==> config.mk <==
export PLATFORM = sky130hd
export DESIGN_NAME = hd44780_nibble_sequencer_core_flat
export DESIGN_NICKNAME = d
export VERILOG_FILES = /design/src/rtl/hns_pkg.sv /design/src/rtl/hns_req_if.sv /design/src/rtl/hns_pulse_if.sv /design/src/rtl/hns_cfg_if.sv /design/src/rtl/hns_front.sv /design/src/rtl/hns_queue.sv /design/src/rtl/hns_back.sv /design/src/rtl/hd44780_nibble_sequencer_core.sv /design/src/flat_wrapper.sv
export VERILOG_INCLUDE_DIRS = /design/src /design/src/rtl
export SDC_FILE = /design/constraint.sdc
export NUM_CORES = 1
export LEC_CHECK = 0
export ABC_CLOCK_PERIOD_IN_PS = 4100
export BUFFER_PORTS_ARGS = -buffer_cell sky130_fd_sc_hd__buf_2
export CORE_ASPECT_RATIO = 0.5
export CORE_UTILIZATION = 55
export DETAILED_ROUTE_END_ITERATION = 7
export PLACE_DENSITY = 0.88
export SETUP_SLACK_MARGIN = 0.5
export SYNTH_ARGS = -nofsm -noshare
export SYNTH_HDL_FRONTEND = slang
export SYNTH_SLANG_ARGS = --single-unit
==> constraint.sdc <==
create_clock -name clk -period 4.1 [get_ports clk]
set_input_delay 0.615 -clock clk [delete_from_list [all_inputs] [get_ports clk]]
set_output_delay 0.615 -clock clk [all_outputs]
set_load 0.01 [all_outputs]
==> src/rtl/hd44780_nibble_sequencer_core_defines.svh <==
// Assertion macros for the HD44780 nibble sequencer.
// No dependencies; included by the top level.
`ifndef HD44780_NIBBLE_SEQUENCER_CORE_DEFINES_SVH
`define HD44780_NIBBLE_SEQUENCER_CORE_DEFINES_SVH

// same-cycle implication
`define HNS_ASSERT_SAME(lbl, clk_s, rst_s, ante, cons, msg) \
  lbl: assert property (@(posedge clk_s) disable iff (rst_s) (ante) |-> (cons)) \
    else $error(msg);

// next-cycle implication
`define HNS_ASSERT_NEXT(lbl, clk_s, rst_s, ante, cons, msg) \
  lbl: assert property (@(posedge clk_s) disable iff (rst_s) (ante) |=> (cons)) \
    else $error(msg);

`endif

==> src/rtl/hns_pkg.sv <==
// Package for the HD44780 nibble sequencer: types, register codes, LCD constants.
// No dependencies.
`timescale 1ns / 1ps

package hns_pkg;

  localparam int QUEUE_DEPTH = 2;

  localparam int STEP_W     = 4;
  localparam int INIT_STEPS = 12;
  localparam logic [STEP_W-1:0] INIT_LAST      = STEP_W'(INIT_STEPS - 1);
  localparam logic [STEP_W-1:0] BYTE_LAST      = STEP_W'(1);
  localparam logic [STEP_W-1:0] STEP_FIRST     = '0;
  localparam logic [STEP_W-1:0] STEP_CLEAR_LOW = STEP_W'(9);

  localparam logic [1:0] MODE_INIT = 2'd0;
  localparam logic [1:0] MODE_CMD  = 2'd1;
  localparam logic [1:0] MODE_DATA = 2'd2;
  localparam logic [1:0] MODE_ROW  = 2'd3;

  localparam logic [7:0] CMD_CLEAR      = 8'h01;
  localparam logic [7:0] CMD_HOME       = 8'h02;
  localparam logic [7:0] CMD_ENTRY      = 8'h06;
  localparam logic [7:0] CMD_DISPLAY_ON = 8'h0C;
  localparam logic [7:0] CMD_FUNC_4BIT  = 8'h28;
  localparam logic [7:0] CMD_SET_DDRAM  = 8'h80;
  localparam logic [7:0] ROW2_ADDR      = 8'h40;
  localparam logic [3:0] INIT_NIB       = 4'h3;

  localparam int CFG_IDX_W  = 3;
  localparam int CFG_DATA_W = 16;
  localparam logic [CFG_IDX_W-1:0] REG_ENABLE_HIGH  = 3'd0;
  localparam logic [CFG_IDX_W-1:0] REG_SETTLE       = 3'd1;
  localparam logic [CFG_IDX_W-1:0] REG_LONG_COMMAND = 3'd2;
  localparam logic [CFG_IDX_W-1:0] REG_POWER_ON     = 3'd3;
  localparam logic [CFG_IDX_W-1:0] REG_INIT_FIRST   = 3'd4;
  localparam logic [CFG_IDX_W-1:0] REG_INIT_NEXT    = 3'd5;

  localparam logic [7:0]  RST_ENABLE_HIGH  = 8'd1;
  localparam logic [9:0]  RST_SETTLE       = 10'd100;
  localparam logic [15:0] RST_LONG_COMMAND = 16'd2000;
  localparam logic [15:0] RST_POWER_ON     = 16'd50000;
  localparam logic [13:0] RST_INIT_FIRST   = 14'd5000;
  localparam logic [9:0]  RST_INIT_NEXT    = 10'd150;

  typedef struct packed {
    logic [7:0]  enable_high_us;
    logic [9:0]  settle_us;
    logic [15:0] long_command_us;
    logic [15:0] power_on_us;
    logic [13:0] init_first_us;
    logic [9:0]  init_next_us;
  } cfg_t;

  typedef struct packed {
    logic       init;
    logic       rs;
    logic [7:0] cmd_byte;
  } item_t;

  typedef struct packed {
    logic  vld;
    item_t item;
  } q_wr_t;

  typedef struct packed {
    logic  vld;
    item_t item;
  } q_rd_t;

  typedef struct packed {
    logic              busy;
    logic              init;
    logic              fire;
    logic              last;
    logic [STEP_W-1:0] step;
  } bk_stat_t;

  function automatic logic [3:0] init_nibble(input logic [STEP_W-1:0] step);
    logic [3:0] nib;
    case (step)
      4'd0, 4'd1, 4'd2: nib = INIT_NIB;
      4'd3:             nib = 4'h2;
      4'd4:             nib = CMD_FUNC_4BIT[7:4];
      4'd5:             nib = CMD_FUNC_4BIT[3:0];
      4'd6:             nib = CMD_DISPLAY_ON[7:4];
      4'd7:             nib = CMD_DISPLAY_ON[3:0];
      4'd8:             nib = CMD_CLEAR[7:4];
      4'd9:             nib = CMD_CLEAR[3:0];
      4'd10:            nib = CMD_ENTRY[7:4];
      4'd11:            nib = CMD_ENTRY[3:0];
      default:          nib = 4'h0;
    endcase
    return nib;
  endfunction

endpackage

==> src/rtl/hns_req_if.sv <==
// Request channel: one LCD request per transfer.
// Depends on nothing.
`timescale 1ns / 1ps

interface hns_req_if;
  logic       valid;
  logic       ready;
  logic [1:0] mode;
  logic [7:0] value;
  logic       row;

  modport source (output valid, output mode, output value, output row, input ready);
  modport sink   (input valid, input mode, input value, input row, output ready);
endinterface

==> src/rtl/hns_pulse_if.sv <==
// Pulse channel: one enable pulse description per transfer.
// Depends on nothing.
`timescale 1ns / 1ps

interface hns_pulse_if;
  logic        valid;
  logic        ready;
  logic        rs;
  logic [3:0]  nibble;
  logic [15:0] wait_before_us;
  logic [7:0]  pulse_us;
  logic [16:0] wait_after_us;
  logic        last;

  modport source (output valid, output rs, output nibble, output wait_before_us,
                  output pulse_us, output wait_after_us, output last, input ready);
  modport sink   (input valid, input rs, input nibble, input wait_before_us,
                  input pulse_us, input wait_after_us, input last, output ready);
endinterface

==> src/rtl/hns_cfg_if.sv <==
// Configuration write channel: register index and write data.
// Depends on hns_pkg.
`timescale 1ns / 1ps

interface hns_cfg_if;
  logic                             valid;
  logic                             ready;
  logic [hns_pkg::CFG_IDX_W-1:0]    index;
  logic [hns_pkg::CFG_DATA_W-1:0]   data;

  modport source (output valid, output index, output data, input ready);
  modport sink   (input valid, input index, input data, output ready);
endinterface

==> src/rtl/hns_front.sv <==
// Front end: accepts requests and reduces them to an init flag, rs and a byte.
// Depends on hns_pkg, hns_req_if.
`timescale 1ns / 1ps

module hns_front (
  input  logic           clk,
  input  logic           rst,
  hns_req_if.sink        req,
  output hns_pkg::q_wr_t wr,
  input  logic           wr_ready
);

  logic           vld;
  hns_pkg::item_t item;
  hns_pkg::item_t item_next;

  always_comb begin
    item_next = '0;
    case (req.mode)
      hns_pkg::MODE_INIT: begin
        item_next.init = 1'b1;
      end
      hns_pkg::MODE_CMD: begin
        item_next.cmd_byte = req.value;
      end
      hns_pkg::MODE_DATA: begin
        item_next.rs       = 1'b1;
        item_next.cmd_byte = req.value;
      end
      hns_pkg::MODE_ROW: begin
        item_next.cmd_byte = hns_pkg::CMD_SET_DDRAM | (req.row ? hns_pkg::ROW2_ADDR : 8'h00);
      end
      default: item_next = '0;
    endcase
  end

  assign req.ready = !vld || wr_ready;

  always_ff @(posedge clk) begin
    if (rst) begin
      vld <= 1'b0;
    end else if (req.ready) begin
      vld <= req.valid;
    end
  end

  always_ff @(posedge clk) begin
    if (req.valid && req.ready) begin
      item <= item_next;
    end
  end

  assign wr.vld  = vld;
  assign wr.item = item;

endmodule

==> src/rtl/hns_queue.sv <==
// Short queue of classified requests between front and back ends.
// Depends on hns_pkg.
`timescale 1ns / 1ps

module hns_queue #(
  parameter int DEPTH = hns_pkg::QUEUE_DEPTH
) (
  input  logic           clk,
  input  logic           rst,
  input  hns_pkg::q_wr_t wr,
  output logic           wr_ready,
  output hns_pkg::q_rd_t rd,
  input  logic           pop
);

  localparam int PTR_W = (DEPTH > 1) ? $clog2(DEPTH) : 1;
  localparam int CNT_W = $clog2(DEPTH + 1);
  localparam logic [PTR_W-1:0] PTR_LAST = PTR_W'(DEPTH - 1);
  localparam logic [CNT_W-1:0] CNT_FULL = CNT_W'(DEPTH);

  hns_pkg::item_t   mem [DEPTH];
  logic [PTR_W-1:0] wptr;
  logic [PTR_W-1:0] rptr;
  logic [CNT_W-1:0] count;
  logic             push;
  logic             take;

  assign wr_ready = count != CNT_FULL;
  assign push     = wr.vld && wr_ready;
  assign take     = pop && (count != '0);

  always_ff @(posedge clk) begin
    if (rst) begin
      wptr  <= '0;
      rptr  <= '0;
      count <= '0;
    end else begin
      if (push) begin
        wptr <= (wptr == PTR_LAST) ? '0 : wptr + PTR_W'(1);
      end
      if (take) begin
        rptr <= (rptr == PTR_LAST) ? '0 : rptr + PTR_W'(1);
      end
      if (push && !take) begin
        count <= count + CNT_W'(1);
      end else if (take && !push) begin
        count <= count - CNT_W'(1);
      end
    end
  end

  always_ff @(posedge clk) begin
    if (push) begin
      mem[wptr] <= wr.item;
    end
  end

  assign rd.vld  = count != '0;
  assign rd.item = mem[rptr];

endmodule

==> src/rtl/hns_back.sv <==
// Back end: steps through the pulses of the head request into an output
// register, one per cycle unless stalled. Depends on hns_pkg, hns_pulse_if.
`timescale 1ns / 1ps

module hns_back (
  input  logic              clk,
  input  logic              rst,
  input  hns_pkg::cfg_t     cfg,
  input  hns_pkg::q_rd_t    rd,
  output logic              pop,
  output hns_pkg::bk_stat_t stat,
  hns_pulse_if.source       pulse
);

  logic [hns_pkg::STEP_W-1:0] step;
  logic [hns_pkg::STEP_W-1:0] step_next;
  logic                       fire;
  logic                       last_step;
  logic                       rs_c;
  logic [3:0]                 nib_c;
  logic [15:0]                extra_c;
  logic [15:0]                before_c;
  logic [7:0]                 pulse_c;
  logic [16:0]                after_c;
  logic                       out_vld;

  assign fire      = rd.vld && (!out_vld || pulse.ready);
  assign last_step = rd.item.init ? (step == hns_pkg::INIT_LAST)
                                  : (step == hns_pkg::BYTE_LAST);
  assign pop       = fire && last_step;
  assign step_next = last_step ? '0 : step + hns_pkg::STEP_W'(1);

  always_comb begin
    rs_c     = !rd.item.init && rd.item.rs;
    nib_c    = step[0] ? rd.item.cmd_byte[3:0] : rd.item.cmd_byte[7:4];
    extra_c  = '0;
    before_c = '0;
    if (rd.item.init) begin
      nib_c = hns_pkg::init_nibble(step);
      if (step == hns_pkg::STEP_FIRST) begin
        before_c = cfg.power_on_us;
      end
      case (step) inside
        hns_pkg::STEP_FIRST:     extra_c = {2'b00, cfg.init_first_us};
        [4'd1:4'd3]:             extra_c = {6'd0, cfg.init_next_us};
        hns_pkg::STEP_CLEAR_LOW: extra_c = cfg.long_command_us;
        default:                 extra_c = '0;
      endcase
    end else if (step == hns_pkg::BYTE_LAST && !rd.item.rs &&
                 (rd.item.cmd_byte == hns_pkg::CMD_CLEAR ||
                  rd.item.cmd_byte == hns_pkg::CMD_HOME)) begin
      extra_c = cfg.long_command_us;
    end
    pulse_c = (cfg.enable_high_us == '0) ? 8'd1 : cfg.enable_high_us;
    after_c = {7'd0, cfg.settle_us} + {1'b0, extra_c};
  end

  always_ff @(posedge clk) begin
    if (rst) begin
      step    <= '0;
      out_vld <= 1'b0;
    end else begin
      if (fire) begin
        step <= step_next;
      end
      if (fire) begin
        out_vld <= 1'b1;
      end else if (pulse.ready) begin
        out_vld <= 1'b0;
      end
    end
  end

  always_ff @(posedge clk) begin
    if (fire) begin
      pulse.rs             <= rs_c;
      pulse.nibble         <= nib_c;
      pulse.wait_before_us <= before_c;
      pulse.pulse_us       <= pulse_c;
      pulse.wait_after_us  <= after_c;
      pulse.last           <= last_step;
    end
  end

  assign pulse.valid = out_vld;

  assign stat.busy = rd.vld;
  assign stat.init = rd.item.init;
  assign stat.fire = fire;
  assign stat.last = last_step;
  assign stat.step = step;

endmodule

==> src/rtl/hd44780_nibble_sequencer_core.sv <==
// HD44780 4-bit interface nibble sequencer, top level.
// Depends on hns_pkg, the channel interfaces, hns_front, hns_queue, hns_back
// and hd44780_nibble_sequencer_core_defines.svh.
//
// Usage:
//   req   : one LCD request (mode, value, row) per transfer.
//   pulse : one enable pulse per transfer (rs, nibble, waits, last).
//   cfg   : register writes (index, data), always ready; write only when idle.
// A request becomes 12 pulses (init) or 2 pulses (command, data, set row),
// one pulse per cycle from the back end while the pulse receiver does not
// stall; a request passes the front register, the queue and the pulse
// register, in that order, before its first pulse is shown.
// The front end and a QUEUE_DEPTH-entry queue keep taking requests while
// the back end is busy or the pulse receiver stalls; a stall holds the
// pulse register and the step counter, and backs up into req.ready once
// the queue is full. Reset empties the queue, clears the pulse valid flag
// and loads the registers with their power-on values; no clearing pass.
`timescale 1ns / 1ps
`include "hd44780_nibble_sequencer_core_defines.svh"

module hd44780_nibble_sequencer_core #(
  parameter int QUEUE_DEPTH = hns_pkg::QUEUE_DEPTH
) (
  input  logic        clk,
  input  logic        rst,
  hns_req_if.sink     req,
  hns_pulse_if.source pulse,
  hns_cfg_if.sink     cfg
);

  hns_pkg::cfg_t     regs;
  hns_pkg::q_wr_t    q_wr;
  hns_pkg::q_rd_t    q_rd;
  hns_pkg::bk_stat_t bk_stat;
  logic              q_wr_ready;
  logic              q_pop;

  assign cfg.ready = 1'b1;

  always_ff @(posedge clk) begin
    if (rst) begin
      regs.enable_high_us  <= hns_pkg::RST_ENABLE_HIGH;
      regs.settle_us       <= hns_pkg::RST_SETTLE;
      regs.long_command_us <= hns_pkg::RST_LONG_COMMAND;
      regs.power_on_us     <= hns_pkg::RST_POWER_ON;
      regs.init_first_us   <= hns_pkg::RST_INIT_FIRST;
      regs.init_next_us    <= hns_pkg::RST_INIT_NEXT;
    end else if (cfg.valid) begin
      case (cfg.index)
        hns_pkg::REG_ENABLE_HIGH:  regs.enable_high_us  <= cfg.data[7:0];
        hns_pkg::REG_SETTLE:       regs.settle_us       <= cfg.data[9:0];
        hns_pkg::REG_LONG_COMMAND: regs.long_command_us <= cfg.data;
        hns_pkg::REG_POWER_ON:     regs.power_on_us     <= cfg.data;
        hns_pkg::REG_INIT_FIRST:   regs.init_first_us   <= cfg.data[13:0];
        hns_pkg::REG_INIT_NEXT:    regs.init_next_us    <= cfg.data[9:0];
        default: ;
      endcase
    end
  end

  hns_front u_front (
    .clk      (clk),
    .rst      (rst),
    .req      (req),
    .wr       (q_wr),
    .wr_ready (q_wr_ready)
  );

  hns_queue #(
    .DEPTH (QUEUE_DEPTH)
  ) u_queue (
    .clk      (clk),
    .rst      (rst),
    .wr       (q_wr),
    .wr_ready (q_wr_ready),
    .rd       (q_rd),
    .pop      (q_pop)
  );

  hns_back u_back (
    .clk   (clk),
    .rst   (rst),
    .cfg   (regs),
    .rd    (q_rd),
    .pop   (q_pop),
    .stat  (bk_stat),
    .pulse (pulse)
  );

  `HNS_ASSERT_SAME(a_step_range, clk, rst, 1'b1, bk_stat.step <= hns_pkg::INIT_LAST, "step out of range")
  `HNS_ASSERT_SAME(a_byte_steps, clk, rst, bk_stat.busy && !bk_stat.init, bk_stat.step <= hns_pkg::BYTE_LAST, "byte request past two pulses")
  `HNS_ASSERT_NEXT(a_step_wrap, clk, rst, bk_stat.fire && bk_stat.last, bk_stat.step == hns_pkg::STEP_FIRST, "step not cleared after last pulse")

endmodule
==> src/flat_wrapper.sv <==
// flat-port wrapper written by rule: the top's interface ports become plain ports
module hd44780_nibble_sequencer_core_flat 
#(
  parameter int QUEUE_DEPTH = hns_pkg::QUEUE_DEPTH
)
  (clk, rst, req_valid, req_mode, req_value, req_row, req_ready, pulse_valid, pulse_rs, pulse_nibble, pulse_wait_before_us, pulse_pulse_us, pulse_wait_after_us, pulse_last, pulse_ready, cfg_valid, cfg_index, cfg_data, cfg_ready);
  hns_req_if req_i ();
  hns_pulse_if pulse_i ();
  hns_cfg_if cfg_i ();
  input  logic clk;
  input  logic rst;
  input wire logic [$bits(req_i.valid)-1:0] req_valid;
  input wire logic [$bits(req_i.mode)-1:0] req_mode;
  input wire logic [$bits(req_i.value)-1:0] req_value;
  input wire logic [$bits(req_i.row)-1:0] req_row;
  output wire logic [$bits(req_i.ready)-1:0] req_ready;
  output wire logic [$bits(pulse_i.valid)-1:0] pulse_valid;
  output wire logic [$bits(pulse_i.rs)-1:0] pulse_rs;
  output wire logic [$bits(pulse_i.nibble)-1:0] pulse_nibble;
  output wire logic [$bits(pulse_i.wait_before_us)-1:0] pulse_wait_before_us;
  output wire logic [$bits(pulse_i.pulse_us)-1:0] pulse_pulse_us;
  output wire logic [$bits(pulse_i.wait_after_us)-1:0] pulse_wait_after_us;
  output wire logic [$bits(pulse_i.last)-1:0] pulse_last;
  input wire logic [$bits(pulse_i.ready)-1:0] pulse_ready;
  input wire logic [$bits(cfg_i.valid)-1:0] cfg_valid;
  input wire logic [$bits(cfg_i.index)-1:0] cfg_index;
  input wire logic [$bits(cfg_i.data)-1:0] cfg_data;
  output wire logic [$bits(cfg_i.ready)-1:0] cfg_ready;
  assign req_i.valid = req_valid;
  assign req_i.mode = req_mode;
  assign req_i.value = req_value;
  assign req_i.row = req_row;
  assign req_ready = req_i.ready;
  assign pulse_valid = pulse_i.valid;
  assign pulse_rs = pulse_i.rs;
  assign pulse_nibble = pulse_i.nibble;
  assign pulse_wait_before_us = pulse_i.wait_before_us;
  assign pulse_pulse_us = pulse_i.pulse_us;
  assign pulse_wait_after_us = pulse_i.wait_after_us;
  assign pulse_last = pulse_i.last;
  assign pulse_i.ready = pulse_ready;
  assign cfg_i.valid = cfg_valid;
  assign cfg_i.index = cfg_index;
  assign cfg_i.data = cfg_data;
  assign cfg_ready = cfg_i.ready;
  hd44780_nibble_sequencer_core #(.QUEUE_DEPTH(QUEUE_DEPTH)) u_core (.clk(clk), .rst(rst), .req(req_i), .pulse(pulse_i), .cfg(cfg_i));
endmodule
# After elaboration in Yosys (flattened, before gate mapping)
# Memory sizes are Yosys's and may differ from the RTL's. A register that Yosys moved wholly into a read port is not among the register bits.
# Index checks and enable logic that the tools add are counted.
[op_classes] n_addsub=6 order_cmp=2 n_eq_ne=14 muxes=25 n_reduce_logical=35
[ops] operator="$mux W16" n=5
[ops] operator="$mux W4" n=5
[ops] operator="$add A10 B16 Y17" n=1
[ops] operator="$pmux W8 S2" n=1
[ops] operator="$reduce_and A2 Y1" n=7
[ops] operator="$logic_and A1 B1 Y1" n=11
[ops] operator="$mux W1" n=11
[ops] operator="$eq A4 B4 Y1 const B" n=2
[ops] operator="$eq A8 B1 Y1 const B" n=1
[ops] operator="$eq A8 B2 Y1 const B" n=1
[ops] operator="$logic_not A8 Y1" n=1
[ops] operator="$mux W7" n=1
[ops] operator="$eq A3 B2 Y1 const B" n=2
[ops] operator="$eq A3 B3 Y1 const B" n=2
[ops] operator="$logic_not A1 Y1" n=6
[ops] operator="$reduce_bool A2 Y1" n=3
[ops] operator="$add A4 B1 Y4 const B" n=1
[ops] operator="$eq A2 B2 Y1 const B" n=2
[ops] operator="$eq A4 B1 Y1 const B" n=1
[ops] operator="$ge A4 B1 Y1 const B" n=1
[ops] operator="$le A4 B2 Y1 const B" n=1
[ops] operator="$logic_not A4 Y1" n=1
[ops] operator="$mux W2" n=2
[ops] operator="$eq A3 B1 Y1 const B" n=1
[ops] operator="9 further kinds" n=12
[word_totals] reg_bits=141 mem_bits_rw=20 romBits=64 in_bits=35 output_inout_bits=50 elab_cells=105 mem_count=2
[mem_list] name="(no name shown)" depth=16 width=4 rd=1 rd_clocked_by_memory_dff=1 wr=0 line="hns_pkg.sv:81" rtl="case (step)"
[mem_list] name="u_core.u_queue.mem" depth=2 width=10 rd=1 rd_clocked_by_memory_dff=1 wr=1 line="hns_queue.sv:21" rtl="hns_pkg::item_t mem [DEPTH];"

# Logic depth before layout (Yosys ltp)
[depth] word_depth=8 ltp_mapped=19 mapped_depth_nobuf=18

# Cells and area by module
# From an unflattened synthesis, not the netlist that was laid out.
[hier_totals] hier_cells=696 area_unflattened_um2=7686.1
[modules_own_cells] module="hns_back" n_inst=1 cells_each=318 area_each_um2=3220.6 seq_area_each_um2=1591.5
[modules_own_cells] module="hd44780_nibble_sequencer_core" n_inst=1 cells_each=290 area_each_um2=3039.2 seq_area_each_um2=1481.4
[modules_own_cells] module="hns_queue" n_inst=1 cells_each=55 area_each_um2=940.9 seq_area_each_um2=700.7
[modules_own_cells] module="hns_front" n_inst=1 cells_each=33 area_each_um2=485.5 seq_area_each_um2=320.3

# Worst setup path before layout
# No wires, ideal clock.
[synth_path] path_type="reg-to-reg" from="reg u_core.u_back.step[0] (netlist bit)" to="reg u_core.u_back.pulse.wait_after_us[14], data pin" setup_time_ps=260 t_arrival_ps=3429 required_ps=3840 path_slack_ps=412 stages_incl_launch_ff=20 path_buffers=3 synth_period_minus_slack_ps=3688 cell_sequence="dfxtp_1 clkbuf_1 inv_1 ha_1 nor3b_2 buf_2 buf_1 nor2_1 a21oi_1 o21ai_0 ha_1 inv_1 fa_1 nand2b_1 nand3b_1 a211oi_1 nor3_1 and3_4 xnor2_1 a21oi_1"
[synth_via] elab_chain_len=6 word_cells_on_any_way=14 cone_classes="add/sub (1); order compare (2); eq/ne (2); mux (5); reduce/logical (4)"
[synth_lines] element="from (decl)" line="hns_back.sv:15" rtl="logic [hns_pkg::STEP_W-1:0] step;"
[synth_lines] element="from (signal assigned)" line="hns_back.sv:64" rtl="step <= step_next;"
[synth_lines] element="$ge A4 B1 Y1 (no source line) (tied with other cells)"
[synth_lines] element="$logic_and A1 B1 Y1 (no source line) (tied with other cells)"
[synth_lines] element="$mux W16 or $logic_and A1 B1 Y1 (tied branches)" line="hns_back.sv:43, hns_back.sv:49"
[synth_lines] element="$mux W16 (on tied branches)" line="hns_back.sv:43, hns_back.sv:49"
[synth_lines] element="$mux W16 (*)" line="hns_back.sv:38" rtl="if (rd.item.init) begin"
[synth_lines] element="$add A10 B16 Y17 (*)" line="hns_back.sv:55" rtl="after_c = {7'd0, cfg.settle_us} + {1'b0, extra_c};"
[synth_lines] element="net u_core.u_back.after_c[14]" line="hns_back.sv:24" rtl="logic [16:0] after_c;"
[synth_lines] element="to (signal assigned)" line="hns_back.sv:80" rtl="pulse.wait_after_us <= after_c;"
[synth_lines] element="to (decl)" line="hns_pulse_if.sv:16" rtl="output pulse_us, output wait_after_us, output last, input ready);"
# Mark *: on every way through the listed nets, which the timed path passes. The rest lies on a longest branch.
# A chain may end at the register's enable or synchronous reset.

# Worst setup path after layout
[layout_path] from="reg u_core.u_back.step[1] (netlist bit)" to="reg u_core.u_back.pulse.wait_after_us[13], data pin"
# The elaborated chain is that of the path after synthesis.

==> impl.org <==
** Outcome
- The run finished with clean final reports.

** Logic synthesis
- When the netlist entered floorplanning its net count stood at 783.
- In this run, synthesis produced a sequential element count of around 170.
- Counting every instance in the synthesized netlist gives around 730.
- Yosys cell types :: 56
- For this run, the register share of the synthesized area comes to 56.5%.
- Yosys mapped a number of flops with a built-in enable equal to 77.
- The average instance in the mapped netlist occupies 9.96 um^2.
- Total of warnings raised by yosys :: 0
- Share of synthesized registers carrying an async set or reset :: 0%
- Dominant register cell in the synthesized netlist :: sky130_fd_sc_hd__dfxtp_1
- Post-synth design cell area :: 7250 um^2

** Worst setup path
- Crit path max-delay family :: compound AO/OA/AOI/OAI gates
- Along the worst path, the maximum fanout reaches 7.
- The most critical setup path has its endpoint at u_core.u_back.pulse.wait_after_us[13].
- Crit Path Category :: register to register
- STA puts the critical path data required time at 4280 ps.
- Source of the worst register-to-register timing path :: u_core.u_back.step[1]
- The largest single stage delay on the critical path is around 400 ps.
- Across all register-to-register paths, the minimum setup slack is 680 ps.
- Data on the critical path arrives at its endpoint at 3600 ps.
- Max stage delay cell, worst path :: sky130_fd_sc_hd__a222oi_1
- In this run the critical register-to-register path is captured at u_core.u_back.pulse.wait_after_us[13].
- Startpoint of the most critical setup path :: u_core.u_back.step[1]
- Capturing element type of the critical path :: register
- Critical Path Start Type :: register
- Cell chain of the critical path :: inv_1 -> ha_1 -> nor3b_4 -> nor2_2 -> and2_1 -> a222oi_1 -> inv_1 -> ha_1 -> a21o_1 -> a221oi_2 -> o21ai_1 -> nand3_1 -> mux2i_1 -> o22ai_1
- Counting both buffers and inverters, the worst setup path holds a total of 2.
- The critical path crosses 14 cells after its start point.
- Length in cells of the worst reg-to-reg path :: 14

** Floorplan
- In this run the core area contains 29 standard-cell rows.
- Pin placement for this block handled 85 I/O pins.
- Overall die height :: 83.2 um
- DIE AREA :: 13700 um^2
- X dimension of the die :: 164 um
- Once the floorplan was initialized, standard cells occupied 56.8% of the core.
- Core ar. :: 12800 um^2

** Placement
- Cell area after placement :: 7780 um^2
- Quantity of I/O buffers inserted on ports :: 83
- Placer Congestion :: 0.876
- HPWL after detailed placement :: 10900 um

** Timing
- Clock period minus final worst setup slack :: 3420 ps
- At the pin with the least slew margin, the transition time is about 880 ps.
- The worst pin sits at a relative slew slack of 41.2%.
- Final hold analysis gives a worst-case slack of ~420 ps.
- RSZ-0062 raised after global routing :: true
- After layout, the worst path uses 83.5% of the clock period.
- Setup total negative slack on the finished layout was measured at 0 ps.
- Count of endpoints failing hold in the final timing report :: 0
- The final max-slew violation count was 0.
- Total of endpoints with negative setup slack in the final report :: 0
- Timing would allow up to 292 MHz.
- For the final database, setup skew stands at about 10 ps.

** CTS
- Counting every sink on the clock net gives 166.
- The tree is rooted in a sky130_fd_sc_hd__clkbuf_16.
- Clock-pin slew was measured on the worst setup and hold paths at around 60 ps.
- TritonCTS built the clock tree.
- The number of clock buffers added by TritonCTS is 17.
- Clock tree buffer depth :: 2
- Maximum level of the CTS H-tree :: 4
- Clock latency reported for the late side of the worst-skew pair :: roughly 430 ps

** Power
- For this design the static power due to leakage is 3.44 nW.
- Internal power comes to 3.08 mW.
- In this run the power density over the cells is 508 nW/um^2.
- Clock power share :: 35.1%
- Of the total power, the share spent switching nets is 28.9%.
- Combinational logic is responsible for between 10% and 20% of the overall power.
- Part of the total power dissipated in sequential elements :: 46.2%
- The design draws 4.33 mW.
- Across the VDD grid, the largest voltage drop is around 220 uV.
- Net switching power :: roughly 1.3 mW

** Route
- The first TritonRoute pass finished after 5 iterations.
- DRC Markers :: 0
- Total routed wirelength :: 16700 um
- Total via count in the routed design :: 5627
- Average wire per cell in the routed design :: 16.8 um
- Ratio of routed vias to standard cells :: roughly 5.7
- The detail route stage leaves a number of antenna-violating nets equal to 0.
- Number of DRC markers in iteration 0 :: 648

** GRT
- Overflow left after global routing :: 0
- Antenna violations before repair :: 0
- Gr usage total :: between 20% and 30%
- Entering global routing, the biggest net connects 82 pins.
- Vias in the first global route :: 5298
- The first global-routing pass estimated between 20000 and 30000 um of wire.

** Finish
- After the last flow step, the layout net total stands at 865.
- Ratio of cells with drive above 1 in the final layout :: between 20% and 30%
- Diodes inserted :: 0
- Most used cells in the layout excluding fill and tap cells :: sky130_fd_sc_hd__nand2_1 (184), sky130_fd_sc_hd__dfxtp_1 (86), sky130_fd_sc_hd__buf_2 (84), sky130_fd_sc_hd__edfxtp_1 (77), sky130_fd_sc_hd__a21oi_1 (71)
- Relative to the synthesized area, the layout overhead comes to 17.5%.
- The library cell used most frequently in the layout, excluding fill and tap cells, is sky130_fd_sc_hd__nand2_1.
- Final instance area :: 8520 um^2

** Run
- Max-capacitance violation count :: 0

** Min path
- Worst hold path type :: input port to register
==> worst min-delay path by stage <==
stage / slack, ps / startpoint / end / cells after the start
2_1_floorplan: 420 / u_core.u_front.wr[0] / u_core.u_queue.mem[0][0] / 0
3_3_place_gp: 420 / u_core.u_front.wr[5] / u_core.u_queue.mem[0][5] / 0
3_5_place_dp: 430 / u_core.u_front.wr[6] / u_core.u_queue.mem[0][6] / 0
4_1_cts: 410 / cfg_data[14] / u_core.regs[38] / 3
5_1_grt: 430 / req_valid / u_core.u_front.vld / 3
6_report: 420 / cfg_data[14] / u_core.regs[38] / 3
==> repair_timing <==
item	4_1_cts	5_1_grt
hold buffers	0	0
setup endpoints to repair	6	7
gates resized for setup	4	23
cloned	0	1
setup buffers	1	10
pin swaps	0	11
==> synth_stat cells (all sizes together) (4+ instances only) <==
cell | n | share of area [%]
and2 | 12 | 1.1
xnor2 | 11 | 1.3
and3 | 21 | 1.9
a31oi | 5 | 0.43
a21oi | 72 | 5.0
nor4 | 5 | 0.43
nand3 | 7 | 0.48
edfxtp | 77 | 32
clkbuf | 36 | 1.9
o21ai | 17 | 1.2
a21o | 7 | 0.74
inv | 16 | 0.83
nand2 | 184 | 9.5
nor2 | 38 | 2.0
xor2 | 11 | 1.3
a22oi | 12 | 1.2
ha | 19 | 3.3
nand3b | 28 | 2.9
nor3 | 5 | 0.35
buf | 8 | 0.78
dfxtp | 89 | 25
mux2i | 5 | 0.86
a211oi | 6 | 0.69
mux4 | 4 | 1.4
nand2b | 5 | 0.43
==> power groups by stage <==
stage,clock (mW),sequential (mW),combinational [mW]
after floorplan,0,2.08,0.438
after global routing,1.60,2.01,0.886
after detailed placement,0,2.03,0.755
after global placement,0,2.02,0.725
final,1.52,2.00,0.811
after CTS,1.52,2.00,0.764
==> per-stage QoR <==
step | instances | util, % | worst slack, ps
final | 993 | 66.7 | 676
after global routing | 993 | 66.7 | 405
after CTS | 982 | 65.4 | 501
after detailed placement | 949 | 60.9 | 274
after global placement | 949 | 60.9 | 498
after floorplan | 728 | - | 539
==> worst reg2reg max path, cell delays in order (launching register included) <==
cell and delay, ps:
sky130_fd_sc_hd__dfxtp_2 350, sky130_fd_sc_hd__inv_1 100, sky130_fd_sc_hd__ha_1 180, sky130_fd_sc_hd__nor3b_4 290, sky130_fd_sc_hd__nor2_2 90, sky130_fd_sc_hd__and2_1 200, sky130_fd_sc_hd__a222oi_1 390, sky130_fd_sc_hd__inv_1 100
sky130_fd_sc_hd__ha_1 360, sky130_fd_sc_hd__a21o_1 220, sky130_fd_sc_hd__a221oi_2 300, sky130_fd_sc_hd__o21ai_1 190, sky130_fd_sc_hd__nand3_1 120, sky130_fd_sc_hd__mux2i_1 200, sky130_fd_sc_hd__o22ai_1 90
==> area by class of cell <==
type	count	area [um^2]
Sequential cell	166	4100
Multi-Input combinational cell	502	2980
Clock buffer	20	468
Clock inverter	12	91.3
Tap cell	170	213
Timing Repair Buffer	107	609
Fill cell	969	4250
Inverter	16	60.1
==> cells by family after synthesis <==
group,count (synthesis),share of synthesized area (%)
fa+ha+maj,20,3.55
mux,10,2.52
buf+inv,60,3.47
simple gates,319,20.7
flops,166,56.5
compound gates,130,10.6
other cells,1,0.0517
xor+xnor,22,2.66
==> state kept, by name (all words and copies together), names as in the netlist, named ones only <==
register,flops
u_core.regs,74
u_core.u_queue.mem,20
u_core.u_back.pulse.wait_after_us,17
u_core.u_back.pulse.wait_before_us,16
u_core.u_front.wr,10
u_core.u_back.pulse.pulse_us,8
u_core.u_back.pulse.nibble,4
u_core.u_back.step,4
u_core.u_queue.count,2
u_core.u_back.pulse.last,1
u_core.u_back.pulse.rs,1
u_core.u_back.pulse.valid,1
u_core.u_front.vld,1
u_core.u_queue.rptr,1
u_core.u_queue.wptr,1
==> per-layer routing <==
metal	routed length [um]	GRT usage, %	vias up	share of wire, %
met1	7340	33.4	2701	44
li1	-	-	2689	-
met4	246	8.09	0	1.5
met5	0	0	-	0
met3	1090	6.54	31	6.6
met2	8000	40.8	206	48
Power figures use the tool's default switching activity.
